[config.mk]
export PLATFORM = sky130hd
export DESIGN_NAME = qr_module_scale_and_pack_core
export DESIGN_NICKNAME = d
export VERILOG_FILES = /design/src/hw/rtl/qrsp_pkg.sv /design/src/hw/rtl/qrsp_line_mem.sv /design/src/hw/rtl/qrsp_engine.sv /design/src/hw/rtl/qr_module_scale_and_pack_core.sv
export VERILOG_INCLUDE_DIRS = /design/src /design/src/hw/rtl
export SDC_FILE = /design/constraint.sdc
export NUM_CORES = 1
export LEC_CHECK = 0
export ABC_AREA = 0
export BUFFER_PORTS_ARGS = -buffer_cell sky130_fd_sc_hd__buf_4
export CAP_MARGIN = 20
export CORE_UTILIZATION = 35
export DETAILED_ROUTE_END_ITERATION = 6
export GPL_TIMING_DRIVEN = 0
export HOLD_SLACK_MARGIN = 0.08
export PLACE_DENSITY_LB_ADDON = 0.15
export SLEW_MARGIN = 25
export SYNTH_ARGS = -nofsm -noshare
export SYNTH_HDL_FRONTEND = slang
export SYNTH_HIERARCHICAL = 1
export SYNTH_SLANG_ARGS = --single-unit
[constraint.sdc]
create_clock -name clk -period 11.4 [get_ports clk]
set_input_delay 1.14 -clock clk [delete_from_list [all_inputs] [get_ports clk]]
set_output_delay 1.14 -clock clk [all_outputs]
set_load 0.05 [all_outputs]
[src/hw/rtl/qr_module_scale_and_pack_core_macros.svh]
// assertion helpers shared by the rtl
// each expects clk and rst_n in the scope where it is used
`ifndef QR_MODULE_SCALE_AND_PACK_CORE_MACROS_SVH
`define QR_MODULE_SCALE_AND_PACK_CORE_MACROS_SVH

// condition holds at every edge out of reset
`define QRSP_ALWAYS(label, cond, msg) \
  label: assert property (@(posedge clk) disable iff (!rst_n) (cond)) else $error(msg);

// consequence holds in the same cycle as the antecedent
`define QRSP_IMPLIES(label, ante, cons, msg) \
  label: assert property (@(posedge clk) disable iff (!rst_n) (ante) |-> (cons)) \
    else $error(msg);

// consequence holds in the cycle after the antecedent
`define QRSP_NEXT(label, ante, cons, msg) \
  label: assert property (@(posedge clk) disable iff (!rst_n) (ante) |=> (cons)) \
    else $error(msg);

`endif

[src/hw/rtl/qrsp_pkg.sv]
`timescale 1ns / 1ps

package qrsp_pkg;

  localparam int DEF_MAX_WIDTH = 177;
  localparam int DEF_MAX_SCALE = 5;
  localparam int MIN_WIDTH     = 21;
  localparam int WORD_BITS     = 64;
  localparam int BYTE_BITS     = 8;

  localparam int IN_TDATA_W  = 8;
  localparam int OUT_TDATA_W = 72;
  localparam int OUT_TUSER_W = 2;
  localparam int CFG_IDX_W   = 2;
  localparam int CFG_DATA_W  = 8;

  // configuration register indexes
  localparam logic [CFG_IDX_W-1:0] REG_SYMBOL_WIDTH = 2'd0;
  localparam logic [CFG_IDX_W-1:0] REG_SCALE        = 2'd1;

  localparam logic [7:0] RST_SYMBOL_WIDTH = 8'd21;
  localparam logic [2:0] RST_SCALE        = 3'd5;

  typedef struct packed {
    logic [7:0] symbol_width;
    logic [2:0] scale;
  } cfg_t;

  typedef struct packed {
    logic [WORD_BITS-1:0] packed_word;
    logic [3:0]           byte_count;
    logic                 row_end;
    logic                 symbol_end;
    logic                 run_last;
  } beat_t;

endpackage

[src/hw/rtl/qrsp_line_mem.sv]
`timescale 1ns / 1ps

module qrsp_line_mem #(
  parameter int DEPTH = 177,
  parameter int AW    = (DEPTH > 1) ? $clog2(DEPTH) : 1
) (
  input  logic          clk,
  input  logic          wr_en,
  input  logic [AW-1:0] wr_addr,
  input  logic          wr_bit,
  input  logic          rd_en,
  input  logic [AW-1:0] rd_addr,
  output logic          rd_bit
);

  logic mem [DEPTH];
  logic rd_bit_r;

  always_ff @(posedge clk) begin
    if (wr_en) begin
      mem[wr_addr] <= wr_bit;
    end
    if (rd_en) begin
      rd_bit_r <= mem[rd_addr];
    end
  end

  assign rd_bit = rd_bit_r;

endmodule

[src/hw/rtl/qrsp_engine.sv]
`timescale 1ns / 1ps

module qrsp_engine #(
  parameter int MAX_WIDTH = 177,
  parameter int MAX_SCALE = 5,
  parameter int AW_A      = (MAX_WIDTH > 1) ? $clog2(MAX_WIDTH) : 1
) (
  input  logic              clk,
  input  logic              rst_n,
  input  qrsp_pkg::cfg_t    cfg,
  input  logic              in_valid,
  output logic              in_ready,
  input  logic              in_bit,
  output logic              out_valid,
  input  logic              out_ready,
  output qrsp_pkg::beat_t   out_beat,
  output logic              mem_wr_en,
  output logic [AW_A-1:0]   mem_wr_addr,
  output logic              mem_wr_bit,
  output logic              mem_rd_en,
  output logic [AW_A-1:0]   mem_rd_addr,
  input  logic              mem_rd_bit
);
  import qrsp_pkg::*;

  localparam int SCW  = $clog2(MAX_SCALE + 1);
  localparam int ACCW = WORD_BITS + MAX_SCALE - 1;
  localparam int FW   = $clog2(ACCW + 1);
  localparam int FW1  = FW + 1;

  localparam logic [1:0] ST_IN    = 2'd0;
  localparam logic [1:0] ST_RPL   = 2'd1;
  localparam logic [1:0] ST_FLUSH = 2'd2;

  localparam logic [7:0]     MAXW8  = 8'(MAX_WIDTH);
  localparam logic [7:0]     MINW8  = 8'(MIN_WIDTH);
  localparam logic [3:0]     MAXS4  = 4'(MAX_SCALE);
  localparam logic [SCW-1:0] ONE_S  = SCW'(1);
  localparam logic [FW1-1:0] WORD_F = FW1'(WORD_BITS);
  localparam logic [FW1-1:0] SEVEN  = FW1'(7);

  logic [1:0]      state_r, state_nxt;
  logic [7:0]      col_r, col_nxt;
  logic [7:0]      row_r, row_nxt;
  logic [7:0]      row_w_r, row_w_nxt;
  logic [SCW-1:0]  row_s_r, row_s_nxt;
  logic [ACCW-1:0] acc_r, acc_nxt;
  logic [FW-1:0]   fill_r, fill_nxt;
  logic [7:0]      iss_r, iss_nxt;
  logic [7:0]      pk_col_r, pk_col_nxt;
  logic            pk_v_r, pk_v_nxt;
  logic [SCW-1:0]  rep_r, rep_nxt;
  logic            sym_row_r, sym_row_nxt;

  logic            out_valid_r;
  beat_t           out_beat_r;

  logic            em_v;
  beat_t           em_beat;
  beat_t           em_out;
  logic [WORD_BITS-1:0] em_mask;

  logic [7:0]      cw_clamp;
  logic [SCW-1:0]  cs_clamp;
  logic [7:0]      eff_w;
  logic [SCW-1:0]  eff_s;
  logic [FW1-1:0]  newf_in;
  logic            row_last_in;
  logic            last_row_in;
  logic            emit_mid;
  logic [3:0]      mid_cnt;
  logic [ACCW-1:0] acc_in;
  logic            in_acc;

  logic [FW1-1:0]  newf_rp;
  logic            full_rp;
  logic            exact64;
  logic            pk_last;
  logic            final_pass;
  logic [ACCW-1:0] acc_rp;
  logic            slot_ok;
  logic            can_issue;
  logic            need_out;
  logic            pk_go;
  logic            advance;
  logic            rd_en;
  logic            pass_done;
  logic [FW1-1:0]  chk_fill;

  // register values are saturated into the supported range
  always_comb begin
    if (cfg.symbol_width < MINW8) begin
      cw_clamp = MINW8;
    end else if (cfg.symbol_width > MAXW8) begin
      cw_clamp = MAXW8;
    end else begin
      cw_clamp = cfg.symbol_width;
    end
    if (cfg.scale == 3'd0) begin
      cs_clamp = ONE_S;
    end else if ({1'b0, cfg.scale} > MAXS4) begin
      cs_clamp = SCW'(MAX_SCALE);
    end else begin
      cs_clamp = SCW'(cfg.scale);
    end
  end

  // width and scale are taken at the first module of a row
  assign eff_w = (col_r == 8'd0) ? cw_clamp : row_w_r;
  assign eff_s = (col_r == 8'd0) ? cs_clamp : row_s_r;

  assign newf_in     = FW1'(fill_r) + FW1'(eff_s);
  assign row_last_in = ({1'b0, col_r} + 9'd1) >= {1'b0, eff_w};
  assign last_row_in = ({1'b0, row_r} + 9'd1) >= {1'b0, eff_w};
  assign emit_mid    = (newf_in + FW1'(eff_s)) > WORD_F;
  assign mid_cnt     = 4'(newf_in >> 3);
  assign acc_in      = acc_r | (({ACCW{in_bit}} & ~({ACCW{1'b1}} >> eff_s)) >> fill_r);

  assign newf_rp    = FW1'(fill_r) + FW1'(row_s_r);
  assign full_rp    = newf_rp >= WORD_F;
  assign exact64    = newf_rp == WORD_F;
  assign pk_last    = (pk_col_r + 8'd1) == row_w_r;
  assign final_pass = (rep_r + ONE_S) == row_s_r;
  assign acc_rp     = acc_r | (({ACCW{mem_rd_bit}} & ~({ACCW{1'b1}} >> row_s_r)) >> fill_r);

  assign slot_ok   = !out_valid_r || out_ready;
  assign can_issue = iss_r < row_w_r;
  assign need_out  = full_rp || pk_last;
  assign pk_go     = pk_v_r && (!need_out || slot_ok);
  assign advance   = !pk_v_r || pk_go;
  assign rd_en     = (state_r == ST_RPL) && advance && can_issue;

  // an input that makes no word never waits on the output side
  assign in_ready = (state_r == ST_IN) && (!(row_last_in || emit_mid) || slot_ok);
  assign in_acc   = in_valid && in_ready;

  assign mem_wr_en   = in_acc;
  assign mem_wr_addr = col_r[AW_A-1:0];
  assign mem_wr_bit  = in_bit;
  assign mem_rd_en   = rd_en;
  assign mem_rd_addr = iss_r[AW_A-1:0];

  always_comb begin
    state_nxt   = state_r;
    col_nxt     = col_r;
    row_nxt     = row_r;
    row_w_nxt   = row_w_r;
    row_s_nxt   = row_s_r;
    acc_nxt     = acc_r;
    fill_nxt    = fill_r;
    iss_nxt     = iss_r;
    pk_col_nxt  = pk_col_r;
    pk_v_nxt    = pk_v_r;
    rep_nxt     = rep_r;
    sym_row_nxt = sym_row_r;
    em_v        = 1'b0;
    em_beat     = '0;
    pass_done   = 1'b0;
    case (state_r)
      ST_IN: begin
        if (in_acc) begin
          row_w_nxt = eff_w;
          row_s_nxt = eff_s;
          if (!row_last_in) begin
            col_nxt = col_r + 8'd1;
            if (emit_mid) begin
              em_v                = 1'b1;
              em_beat.packed_word = acc_in[ACCW-1 -: WORD_BITS];
              em_beat.byte_count  = mid_cnt;
              em_beat.run_last    = 1'b1;
              acc_nxt  = acc_in << {mid_cnt, 3'b000};
              fill_nxt = FW'(newf_in - FW1'({mid_cnt, 3'b000}));
            end else begin
              acc_nxt  = acc_in;
              fill_nxt = FW'(newf_in);
            end
          end else begin
            em_v                = 1'b1;
            em_beat.packed_word = acc_in[ACCW-1 -: WORD_BITS];
            em_beat.byte_count  = 4'((newf_in + SEVEN) >> 3);
            em_beat.row_end     = 1'b1;
            em_beat.symbol_end  = last_row_in && (eff_s == ONE_S);
            em_beat.run_last    = eff_s == ONE_S;
            acc_nxt     = '0;
            fill_nxt    = '0;
            col_nxt     = 8'd0;
            row_nxt     = last_row_in ? 8'd0 : row_r + 8'd1;
            sym_row_nxt = last_row_in;
            if (eff_s != ONE_S) begin
              state_nxt  = ST_RPL;
              rep_nxt    = ONE_S;
              iss_nxt    = 8'd0;
              pk_col_nxt = 8'd0;
              pk_v_nxt   = 1'b0;
            end
          end
        end
      end
      ST_RPL: begin
        if (rd_en) begin
          iss_nxt = iss_r + 8'd1;
        end
        if (advance) begin
          pk_v_nxt = rd_en;
        end
        if (pk_go) begin
          pk_col_nxt = pk_col_r + 8'd1;
          if (full_rp) begin
            em_v                = 1'b1;
            em_beat.packed_word = acc_rp[ACCW-1 -: WORD_BITS];
            em_beat.byte_count  = 4'd8;
            em_beat.row_end     = pk_last && exact64;
            em_beat.symbol_end  = pk_last && exact64 && sym_row_r && final_pass;
            em_beat.run_last    = pk_last && exact64 && final_pass;
            acc_nxt  = acc_rp << WORD_BITS;
            fill_nxt = FW'(newf_rp - WORD_F);
            if (pk_last) begin
              if (exact64) begin
                pass_done = 1'b1;
              end else begin
                state_nxt = ST_FLUSH;
              end
            end
          end else if (pk_last) begin
            em_v                = 1'b1;
            em_beat.packed_word = acc_rp[ACCW-1 -: WORD_BITS];
            em_beat.byte_count  = 4'((newf_rp + SEVEN) >> 3);
            em_beat.row_end     = 1'b1;
            em_beat.symbol_end  = sym_row_r && final_pass;
            em_beat.run_last    = final_pass;
            acc_nxt   = '0;
            fill_nxt  = '0;
            pass_done = 1'b1;
          end else begin
            acc_nxt  = acc_rp;
            fill_nxt = FW'(newf_rp);
          end
        end
      end
      ST_FLUSH: begin
        // remainder of a pass whose last module spilled over a full word
        if (slot_ok) begin
          em_v                = 1'b1;
          em_beat.packed_word = acc_r[ACCW-1 -: WORD_BITS];
          em_beat.byte_count  = 4'((FW1'(fill_r) + SEVEN) >> 3);
          em_beat.row_end     = 1'b1;
          em_beat.symbol_end  = sym_row_r && final_pass;
          em_beat.run_last    = final_pass;
          acc_nxt   = '0;
          fill_nxt  = '0;
          pass_done = 1'b1;
        end
      end
      default: begin
        state_nxt = ST_IN;
      end
    endcase
    if (pass_done) begin
      pk_col_nxt = 8'd0;
      iss_nxt    = 8'd0;
      if (final_pass) begin
        state_nxt = ST_IN;
      end else begin
        rep_nxt   = rep_r + ONE_S;
        state_nxt = ST_RPL;
      end
    end
  end

  // bytes past the count are zeroed
  assign em_mask = ~({WORD_BITS{1'b1}} >> {em_beat.byte_count, 3'b000});

  always_comb begin
    em_out             = em_beat;
    em_out.packed_word = em_beat.packed_word & em_mask;
  end

  always_ff @(posedge clk) begin
    if (!rst_n) begin
      state_r     <= ST_IN;
      col_r       <= 8'd0;
      row_r       <= 8'd0;
      row_w_r     <= MINW8;
      row_s_r     <= ONE_S;
      acc_r       <= '0;
      fill_r      <= '0;
      iss_r       <= 8'd0;
      pk_col_r    <= 8'd0;
      pk_v_r      <= 1'b0;
      rep_r       <= ONE_S;
      sym_row_r   <= 1'b0;
      out_valid_r <= 1'b0;
    end else begin
      state_r   <= state_nxt;
      col_r     <= col_nxt;
      row_r     <= row_nxt;
      row_w_r   <= row_w_nxt;
      row_s_r   <= row_s_nxt;
      acc_r     <= acc_nxt;
      fill_r    <= fill_nxt;
      iss_r     <= iss_nxt;
      pk_col_r  <= pk_col_nxt;
      pk_v_r    <= pk_v_nxt;
      rep_r     <= rep_nxt;
      sym_row_r <= sym_row_nxt;
      if (em_v) begin
        out_valid_r <= 1'b1;
      end else if (out_ready) begin
        out_valid_r <= 1'b0;
      end
    end
  end

  always_ff @(posedge clk) begin
    if (em_v) begin
      out_beat_r <= em_out;
    end
  end

  assign out_valid = out_valid_r;
  assign out_beat  = out_beat_r;

  assign chk_fill = FW1'(fill_r) + FW1'(row_s_r);

`include "qr_module_scale_and_pack_core_macros.svh"

  `QRSP_IMPLIES(a_pack_only_in_replay, pk_v_r, state_r == ST_RPL, "pack stage busy outside replay")
  `QRSP_NEXT(a_row_end_starts_replay, in_acc && row_last_in && (eff_s != ONE_S), state_r == ST_RPL, "row end did not start replay")
  `QRSP_IMPLIES(a_count_range, out_valid_r, (out_beat_r.byte_count != 4'd0) && (out_beat_r.byte_count <= 4'd8), "byte count out of range")
  `QRSP_ALWAYS(a_issue_bound, iss_r <= row_w_r, "line store read past row width")
  `QRSP_IMPLIES(a_fill_room, (state_r == ST_IN) && (col_r != 8'd0), chk_fill <= WORD_F, "accumulator has no room for next module")

endmodule

[src/hw/rtl/qr_module_scale_and_pack_core.sv]
`timescale 1ns / 1ps

// Scales a square module bitmap and packs it MSB-first into 64-bit words. Module bits enter
// one per beat in row-major order (1 is dark); each is repeated scale times across, and every
// scaled row is zero padded to a byte boundary. The first copy of a row streams out as the
// modules arrive, one module per cycle while the output has room, with a word leaving when the
// next module would no longer fit. The row is also written to a single-port-read line store,
// and after its last module the block replays it scale-1 more times from that store in 8-byte
// words, the last word of each row holding only the bytes it needs and marked in tuser. During
// the replays no input is taken. The store delivers one module per cycle while the output
// takes the words, and a pass whose final module spills across a word boundary ends with a
// flush of the remainder. Inputs that produce no word are taken even while a result beat
// waits. Width and scale are sampled at the first module of each row and saturated to
// 21..MAX_WIDTH and 1..MAX_SCALE. The line store needs no clearing after reset.
module qr_module_scale_and_pack_core #(
  parameter int MAX_WIDTH = qrsp_pkg::DEF_MAX_WIDTH,
  parameter int MAX_SCALE = qrsp_pkg::DEF_MAX_SCALE
) (
  input  logic                               clk,
  input  logic                               rst_n,
  // input stream, one module per beat
  input  logic                               in_tvalid,
  output logic                               in_tready,
  input  logic [qrsp_pkg::IN_TDATA_W-1:0]    in_tdata,   // [0] module_dark, [7:1] zero
  // result stream
  output logic                               out_tvalid,
  input  logic                               out_tready,
  output logic [qrsp_pkg::OUT_TDATA_W-1:0]   out_tdata,  // [63:0] packed_word,
                                                         // [67:64] byte_count, [71:68] zero
  output logic [qrsp_pkg::OUT_TUSER_W-1:0]   out_tuser,  // [0] row_end, [1] symbol_end
  output logic                               out_tlast,  // run_last
  // register writes
  input  logic                               cfg_valid,
  output logic                               cfg_ready,
  input  logic [qrsp_pkg::CFG_IDX_W-1:0]     cfg_index,
  input  logic [qrsp_pkg::CFG_DATA_W-1:0]    cfg_data
);
  import qrsp_pkg::*;

  localparam int AW_A = (MAX_WIDTH > 1) ? $clog2(MAX_WIDTH) : 1;

  logic [7:0] sym_w_r;
  logic [2:0] scale_r;
  cfg_t       cfg;
  beat_t      beat;

  logic            wr_en;
  logic [AW_A-1:0] wr_addr;
  logic            wr_bit;
  logic            rd_en;
  logic [AW_A-1:0] rd_addr;
  logic            rd_bit;

  // register file, always ready; unknown indexes are dropped
  assign cfg_ready = 1'b1;

  always_ff @(posedge clk) begin
    if (!rst_n) begin
      sym_w_r <= RST_SYMBOL_WIDTH;
      scale_r <= RST_SCALE;
    end else if (cfg_valid) begin
      case (cfg_index)
        REG_SYMBOL_WIDTH: begin
          sym_w_r <= cfg_data;
        end
        REG_SCALE: begin
          scale_r <= cfg_data[2:0];
        end
        default: begin
        end
      endcase
    end
  end

  assign cfg.symbol_width = sym_w_r;
  assign cfg.scale        = scale_r;

  // packer: first copy, replay sequencing and the output register
  qrsp_engine #(
    .MAX_WIDTH (MAX_WIDTH),
    .MAX_SCALE (MAX_SCALE),
    .AW_A      (AW_A)
  ) u_engine (
    .clk         (clk),
    .rst_n       (rst_n),
    .cfg         (cfg),
    .in_valid    (in_tvalid),
    .in_ready    (in_tready),
    .in_bit      (in_tdata[0]),
    .out_valid   (out_tvalid),
    .out_ready   (out_tready),
    .out_beat    (beat),
    .mem_wr_en   (wr_en),
    .mem_wr_addr (wr_addr),
    .mem_wr_bit  (wr_bit),
    .mem_rd_en   (rd_en),
    .mem_rd_addr (rd_addr),
    .mem_rd_bit  (rd_bit)
  );

  // one row of modules, replayed for the vertical copies
  qrsp_line_mem #(
    .DEPTH (MAX_WIDTH),
    .AW    (AW_A)
  ) u_line_mem (
    .clk     (clk),
    .wr_en   (wr_en),
    .wr_addr (wr_addr),
    .wr_bit  (wr_bit),
    .rd_en   (rd_en),
    .rd_addr (rd_addr),
    .rd_bit  (rd_bit)
  );

  // beat packing on the result side
  assign out_tdata = {4'b0000, beat.byte_count, beat.packed_word};
  assign out_tuser = {beat.symbol_end, beat.row_end};
  assign out_tlast = beat.run_last;

endmodule
=== After elaboration in Yosys (flattened, before gate mapping) ===
Memories as Yosys holds them, arrays and structs flattened. A register that Yosys moved wholly into a read port is not among the register bits.
Index checks and enable logic that the tools add are counted.

* $add $sub $neg: 15
* Magnitude comparators: 8
* Eq/ne operators: 23
* Shift operators: 6
* Mux-type cells: 79
* Bitwise gates (word level): 9
* Reductions and logical operators: 38

{| class="wikitable"
|+ Operators by type and width
! operator !! count
|-
| $mux 68 || 9
|-
| $mux 71 || 5
|-
| $pmux 71 s3 || 1
|-
| $pmux 68 s3 || 1
|-
| $and 68x68->68 || 2
|-
| $not 68->68 || 2
|-
| $or 68x68->68 || 2
|-
| $shr 68x3->68 const A || 2
|-
| $shr 68x7->68 || 2
|-
| $mux 8 || 10
|-
| $shl 68x7->68 || 1
|-
| $and 64x64->64 || 1
|-
| $not 64->64 || 1
|-
| $shr 64x7->64 const A || 1
|-
| $mux 7 || 7
|-
| $add 8x1->8 const B || 4
|-
| $pmux 8 s2 || 2
|-
| $mux 3 || 9
|-
| $add 7x3->7 const B || 3
|-
| $mux 1 || 21
|-
| $pmux 7 s3 || 1
|-
| $add 8x1->9 const B || 2
|-
| $ge 9x8->1 || 2
|-
| $mux 2 || 9
|-
| other kinds (40) || 78
|}

* Register bits: 208
* RAM bits: 177
* Logic and storage cells: 199
* Memories kept: 1

{| class="wikitable"
|+ Memories
! name !! words !! bits a word !! read ports !! clocked after Yosys merged registers in !! wr ports !! line !! RTL
|-
| u_line_mem.mem || 177 || 1 || 1 || 1 || 1 || qrsp_line_mem.sv:16 || <nowiki>logic mem [DEPTH];</nowiki>
|}

=== Longest topological paths before layout ===
* Depth after elaboration: 17
* Gate-level depth with buffers: 25

=== By module ===
Netlist, hierarchy kept.

{| class="wikitable"
|+ By module, submodules not included
! module !! instances !! cells an instance !! area an instance (µm²) !! sequential area each (µm²)
|-
| qrsp_engine || 1 || 1959 || 15449.8 || 4654.5
|-
| qrsp_line_mem || 1 || 559 || 7873.8 || 5345.1
|-
| qr_module_scale_and_pack_core || 1 || 53 || 513.0 || 220.2
|}

=== Worst setup path after synthesis ===
Ideal clock, no wire load.

* Kind: register -> register
* From: register u_engine.col_r[0] (netlist: u_engine/mem_wr_addr[0])
* To: register u_engine.out_beat_r, in the netlist u_engine/out_beat[0], enable pin
* Data arrival time: 7.945 ns
* Setup slack: 2.929 ns
* Stages on the path, launching flop included: 21
* Path buffers: 2
* Period minus slack after synthesis: 8.471 ns
* Cells stage by stage: dfxtp_1 -> inv_1 -> ha_1 -> nor4b_1 -> nand2_1 -> o21ai_0 -> ha_1 -> inv_1 -> fa_1 -> xor2_1 -> inv_1 -> ha_1 -> nor2b_1 -> o21ai_0 -> a2111oi_0 -> o21ai_0 -> or2_2 -> a221o_1 -> buf_2 -> clkbuf_1 -> a21oi_1

* Longest elaborated chain between the ends: 12
* Elaborated cells between the ends (all ways): 17
* Classes of those cells: 3 x add/sub; 2 x order compare; 6 x mux; 6 x reduce/logical

{| class="wikitable"
|+ RTL lines
! item !! line !! RTL
|-
| from (decl) || qrsp_engine.sv:43 || <nowiki>logic [7:0] col_r, col_nxt;</nowiki>
|-
| from (signal assigned) || qrsp_engine.sv:295 || <nowiki>col_r <= col_nxt;</nowiki>
|-
| $logic_not 8->1 (*) || qrsp_engine.sv:110 || <nowiki>assign eff_s = (col_r == 8'd0) ? cs_clamp : row_s_r;</nowiki>
|-
| $mux 3 (*) || qrsp_engine.sv:110 ||
|-
| named net u_engine.eff_s[0] || qrsp_engine.sv:66 || <nowiki>logic [SCW-1:0] eff_s;</nowiki>
|-
| $add 7x3->8 || qrsp_engine.sv:112 || <nowiki>assign newf_in = FW1'(fill_r) + FW1'(eff_s);</nowiki>
|-
| $add 8x3->8 (*) || qrsp_engine.sv:115 || <nowiki>assign emit_mid = (newf_in + FW1'(eff_s)) > WORD_F;</nowiki>
|-
| $gt 8x7->1 (*) || qrsp_engine.sv:115 ||
|-
| $logic_or 1x1->1 || qrsp_engine.sv:134 || <nowiki>assign in_ready = (state_r == ST_IN) && (!(row_last_in || emit_mid) || slot_ok);</nowiki>
|-
| $logic_not 1->1 || qrsp_engine.sv:134 ||
|-
| $logic_or 1x1->1 || qrsp_engine.sv:134 ||
|-
| $logic_and 1x1->1 || qrsp_engine.sv:134 ||
|-
| $logic_and 1x1->1 || qrsp_engine.sv:135 || <nowiki>assign in_acc = in_valid && in_ready;</nowiki>
|-
| $mux 1 (*) || qrsp_engine.sv:161 || <nowiki>if (in_acc) begin</nowiki>
|-
| $pmux 1 s3 (*) || qrsp_engine.sv:159 || <nowiki>case (state_r)</nowiki>
|-
| named net u_engine.em_v || qrsp_engine.sv:58 || <nowiki>logic em_v;</nowiki>
|-
| to (signal assigned) || qrsp_engine.sv:316 || <nowiki>out_beat_r <= em_out;</nowiki>
|-
| to (decl) || qrsp_engine.sv:56 || <nowiki>beat_t out_beat_r;</nowiki>
|}

Mark *: on every way through the listed nets, which the timed path passes. The rest lies on a longest branch.
A chain may end at the register's enable or synchronous reset.

=== Worst setup path after layout ===
* From: register u_engine.col_r[0] (netlist: u_engine/mem_wr_addr[0])
* To: memory u_line_mem.mem[48], enable pin

* Longest elaborated chain between the ends: 12
* Elaborated cells between the ends (all ways): 15
* Classes of those cells: 3 x add/sub; 2 x order compare; 4 x mux; 6 x reduce/logical

{| class="wikitable"
|+ RTL lines
! item !! line !! RTL
|-
| $logic_not 8->1 (*) || qrsp_engine.sv:110 ||
|-
| $mux 3 (*) || qrsp_engine.sv:110 ||
|-
| named net u_engine.eff_s[0] || qrsp_engine.sv:66 ||
|-
| $add 7x3->8 || qrsp_engine.sv:112 ||
|-
| $add 8x3->8 (*) || qrsp_engine.sv:115 ||
|-
| $gt 8x7->1 (*) || qrsp_engine.sv:115 ||
|-
| $logic_or 1x1->1 (*) || qrsp_engine.sv:134 ||
|-
| $logic_not 1->1 (*) || qrsp_engine.sv:134 ||
|-
| $logic_or 1x1->1 (*) || qrsp_engine.sv:134 ||
|-
| $logic_and 1x1->1 (*) || qrsp_engine.sv:134 ||
|-
| $logic_and 1x1->1 (*) || qrsp_engine.sv:135 ||
|-
| named net wr_en || qr_module_scale_and_pack_core.sv:47 || <nowiki>logic wr_en;</nowiki>
|-
| $mux 1 (*) || qrsp_line_mem.sv:20 || <nowiki>if (wr_en) begin</nowiki>
|-
| $mux 1 (implied by the code) (*) || qrsp_line_mem.sv:21 || <nowiki>mem[wr_addr] <= wr_bit;</nowiki>
|-
| to (decl) || qrsp_line_mem.sv:16 ||
|}

Marks and branches as above.

==> run_results.csv <==
group,metric,value,unit
status,outcome,"complete, but fails checks",
status,violations,"DRC",
timing,setup_viol,0,
clock_network,cts_tree,"yes",
global_route,gr-total-overflow,0,
finish,nNetsFinal,2802,
power,power_density,229.3,nW/um^2
clock_network,ctsHoldBuffers,0,
clock_network,htree_levels,2,
global_route,first_global_vias,23090,
timing,worstMarginPinSlew,1219,ps
finish,post_route_cells_drive_above_1_share,12.64,%
power,vdd_drop_max,0.0001191,V
synthesis,synth.avg_cell_area,9.271,um^2
clock_network,clk_pin_slew,60,ps
critical_path,r2r-end,"u_line_mem/mem[48]",
drt,drtAntennaViolNets,0,
clock_network,clockBufferDepth,3,
floorplan,core_area,67280,um^2
critical_path,crit_top_cell,"inv_1",
worst_hold_path,hold_path_class,"register to register",
floorplan,die_area,69150,um^2
placed_design,dpl_cell_area,25910,um^2
drt,wl,125.8,mm
timing,setup_slack,2818,ps
placed_design,dp_slack,3050,ps
critical_path,cp_data_required_time,11710,ps
clock_network,cts.sinks,386,
placed_design,gp_congestion,1.084,
timing,hold_viol,0,
timing,fin_crit_sh,75.28,%
placed_design,port_buffers,88,
critical_path,worst_r2r_startpoint,"u_engine/mem_wr_addr[0]",
floorplan,initial_core_util,35.43,%
synthesis,yosysUniqueCellTypes,105,
synthesis,synthMuxAreaShare,6.525,%
synthesis,ys_ff_latch,386,
critical_path,critical_path_class,"register to register",
finish,final_area,27530,um^2
clock_network,cts_post_setup_buffers_inserted,0,
synthesis,synth_compound_area_share,24.62,%
critical_path,max_stage_delay,860,ps
synthesis,syn_area,23840,um^2
finish,finalCoreUtilization,40.93,%
drt,vias,23630,
synthesis,synth_edf_count,249,
synthesis,synth_xor_area_share,1.968,%
finish,layout.cells.non_filler,3643,
timing,skew,31.30,ps
worst_hold_path,min_delay_path_depth,2,
finish,syn_to_final_growth,15.51,%
drt,dr.pass1.iters,7,
drt,avgViaCountPerCell,6.486,
global_route,grt_max_degree,178,
timing,final.min_clock_period,8582,ps
synthesis,yosys.area_share.adder,2.793,%
synthesis,synth_cells,2571,
worst_hold_path,hp-start,"u_engine/row_r[7]",
critical_path,reg2reg_slack,2820,ps
timing,rsz0062_at_grt,"no",
power,power.leakage,9.138,nW
synthesis,ys_seq_area_share,42.87,%
critical_path,path_buf_inv,8,
synthesis,synth_top_family_by_area,"compound AO/OA/AOI/OAI gates",
floorplan,pin_count,101,
synthesis,async_flop_share,0,%
synthesis,ys_warn_count,6,
drt,wl_per_cell,34.54,um
critical_path,cp_cell_sequence,"inv_1 -> ha_1 -> nor4b_1 -> nand2_1 -> o21ai_0 -> ha_1 -> inv_1 -> fa_1 -> xor2_1 -> inv_1 -> ha_1 -> nor2b_1 -> o21ai_0 -> a2111oi_0 -> or2_2 -> a221oi_1 -> buf_2 -> or2_2 -> inv_1 -> buf_2 -> clkbuf_1 -> clkbuf_1 -> nand3_1 -> nor2_1",
critical_path,cp_top_family,"simple AND/OR/NAND/NOR gates",
drt,drc_errors,4,
placed_design,dp_cells,3553,
critical_path,critPathArrivalTime,8890,ps
critical_path,endpoint_kind,"register",
global_route,track_usage,35.70,%
critical_path,reg2reg_depth,24,
floorplan,row_count,95,
worst_hold_path,hold_path_end,"u_engine/row_r[7]",
floorplan,die_y,263.0,um
synthesis,synthSimpleGateAreaFrac,16.91,%
clock_network,cts_resized,0,
timing,relSlewSlack,18.41,%
timing,finalMaxSlewViolations,0,
global_route,grt_first_pass_wirelength,176.1,mm
critical_path,cp_max_fo,11,
critical_path,cp-start-kind,"register",
drt,drtIter0Drc,2944,
timing,fmax,0.1165,GHz
clock_network,root_buffer,"clkbuf_16",
flow_run,maxCapViolations,0,
timing,hold_ws,490.9,ps
clock_network,numCtsBuffers,47,
synthesis,synth_flop_cell,"edfxtp_1",
global_route,antenna_found_initial,1,
clock_network,clk_latency,620,ps
floorplan,die_w,263.0,um
critical_path,cp_slowest_cell,"a2111oi_0",
placed_design,dpl.hpwl,93.83,mm
==> layout by cell type, fill, tap and decap left out, types with 17 or more instances in the layout <==
cell type	count
a221oi_1	29
a2bb2oi_1	21
o211ai_1	33
a21o_1	26
and3_1	22
nand2_1	180
a22o_1	20
dfxtp_1	137
mux2i_1	46
ha_1	46
buf_2	31
nor2_1	381
a21oi_1	200
o21ai_0	143
a22oi_1	30
inv_1	44
clkbuf_16	47
o21a_1	17
edfxtp_1	249
nand3_1	76
nor2b_1	32
o22a_1	32
buf_4	105
xnor2_1	35
a211oi_1	41
o22ai_1	31
and2_1	24
clkbuf_1	148
nor3_1	71
a31oi_1	36
mux4_2	40
==> cells by family after synthesis <==
family,Yosys count
adder cells (fa/ha/maj),52
multiplexers,103
flip-flops,386
buffers and inverters,240
AND/OR/NAND/NOR,884
other,2
XOR/XNOR,51
AO/OA/AOI/OAI,853
==> Yosys cell counts, drive strengths merged, types with 25 or more instances <==
cell	n	area share, %
edfxtp	249	31
xnor2	37	1.4
nand3	76	1.6
a22oi	30	0.94
nor2b	32	0.84
dfxtp	137	12
nor2	383	6.0
ha	46	2.4
o22a	32	1.2
nand2	180	2.8
o21ai	151	3.2
buf	48	1.3
a221oi	31	1.2
a211oi	41	1.3
o211ai	33	1.0
nor3	72	1.5
mux4	40	3.8
a21o	27	0.86
inv	46	0.72
a31oi	37	0.97
mux2i	47	2.0
o22ai	31	0.81
and2	25	0.66
clkbuf	143	2.3
a21oi	205	4.3
==> power breakdown <==
group,leakage [nW],total [W],switching (W),internal [W]
clock,0.777,0.00158,0.000655,0.000923
combinational,4.91,0.00301,0.00224,0.000774
sequential,3.45,0.00173,0.000130,0.00160
total,9.14,0.00631,0.00302,0.00329
==> worst reg2reg max path, stage by stage, from the launching register on <==
cell and delay (ps):
dfxtp_1 440, inv_1 110, ha_1 150, nor4b_1 700, nand2_1 240, o21ai_0 560, ha_1 330, inv_1 80
fa_1 450, xor2_1 340, inv_1 90, ha_1 340, nor2b_1 210, o21ai_0 170, a2111oi_0 860, or2_2 300
a221oi_1 150, buf_2 240, or2_2 300, inv_1 240, buf_2 410, clkbuf_1 360, clkbuf_1 350, nand3_1 550
nor2_1 320
==> area by class of cell <==
type	instances	area, um^2
inverters	49	183.9
fillers	6746	39740
well taps	873	1092
repair buffers	107	853.3
plain buffers	191	853.3
flip-flops and latches	386	10220
multi-input cells	1948	12720
clock inverters	24	336.6
clock buffers	63	1266
diodes	2	5.005
==> metrics by stage <==
step	power [W]	setup TNS, ps
floorplan	0.003324	0
global placement	0.004563	-91730
detailed placement	0.004581	0
CTS	0.006172	0
global route	0.006450	0
finish	0.006314	0
==> worst max-delay path by stage <==
| stage | startpoint | end | slack, ps | depth (start not counted) |
|---|---|---|---|---|
| 6_report | u_engine/mem_wr_addr[0] | u_line_mem/mem[48] | 2820 | 24 |
| 5_1_grt | u_engine/mem_wr_addr[0] | u_line_mem/mem[48] | 2240 | 24 |
| 4_1_cts | u_engine/mem_wr_addr[0] | u_line_mem/mem[48] | 3000 | 24 |
| 3_5_place_dp | u_engine/mem_wr_addr[0] | u_line_mem/mem[48] | 3050 | 24 |
| 3_3_place_gp | u_engine/mem_wr_addr[0] | u_engine/out_beat[17] | -1310 | 20 |
| 2_1_floorplan | u_engine/mem_wr_addr[0] | u_engine/out_beat[0] | 2930 | 20 |
==> flip-flops by register name (all words and copies together) (netlist names), 3 cells and up <==
| register | count |
|---|---|
| u_line_mem/mem | 177 |
| u_engine/row_w_r | 8 |
| sym_w_r | 8 |
| u_engine/out_beat | 71 |
| u_engine/mem_wr_addr | 8 |
| u_engine/mem_rd_addr | 8 |
| u_engine/acc_r | 68 |
| u_engine/fill_r | 7 |
| u_engine/pk_col_r | 8 |
| u_engine/rep_r | 3 |
| scale_r | 3 |
| u_engine/row_s_r | 3 |
| u_engine/row_r | 8 |
==> layer usage <==
metal,routed length (um),vias up,GRT usage (%)
li1,-,10130,-
met1,48290,11650,43.31
met2,56000,1421,56.74
met3,11280,426,7.932
met4,10260,0,24.09
met5,0,-,0
No activity file was read; power rests on OpenSTA's default activity.
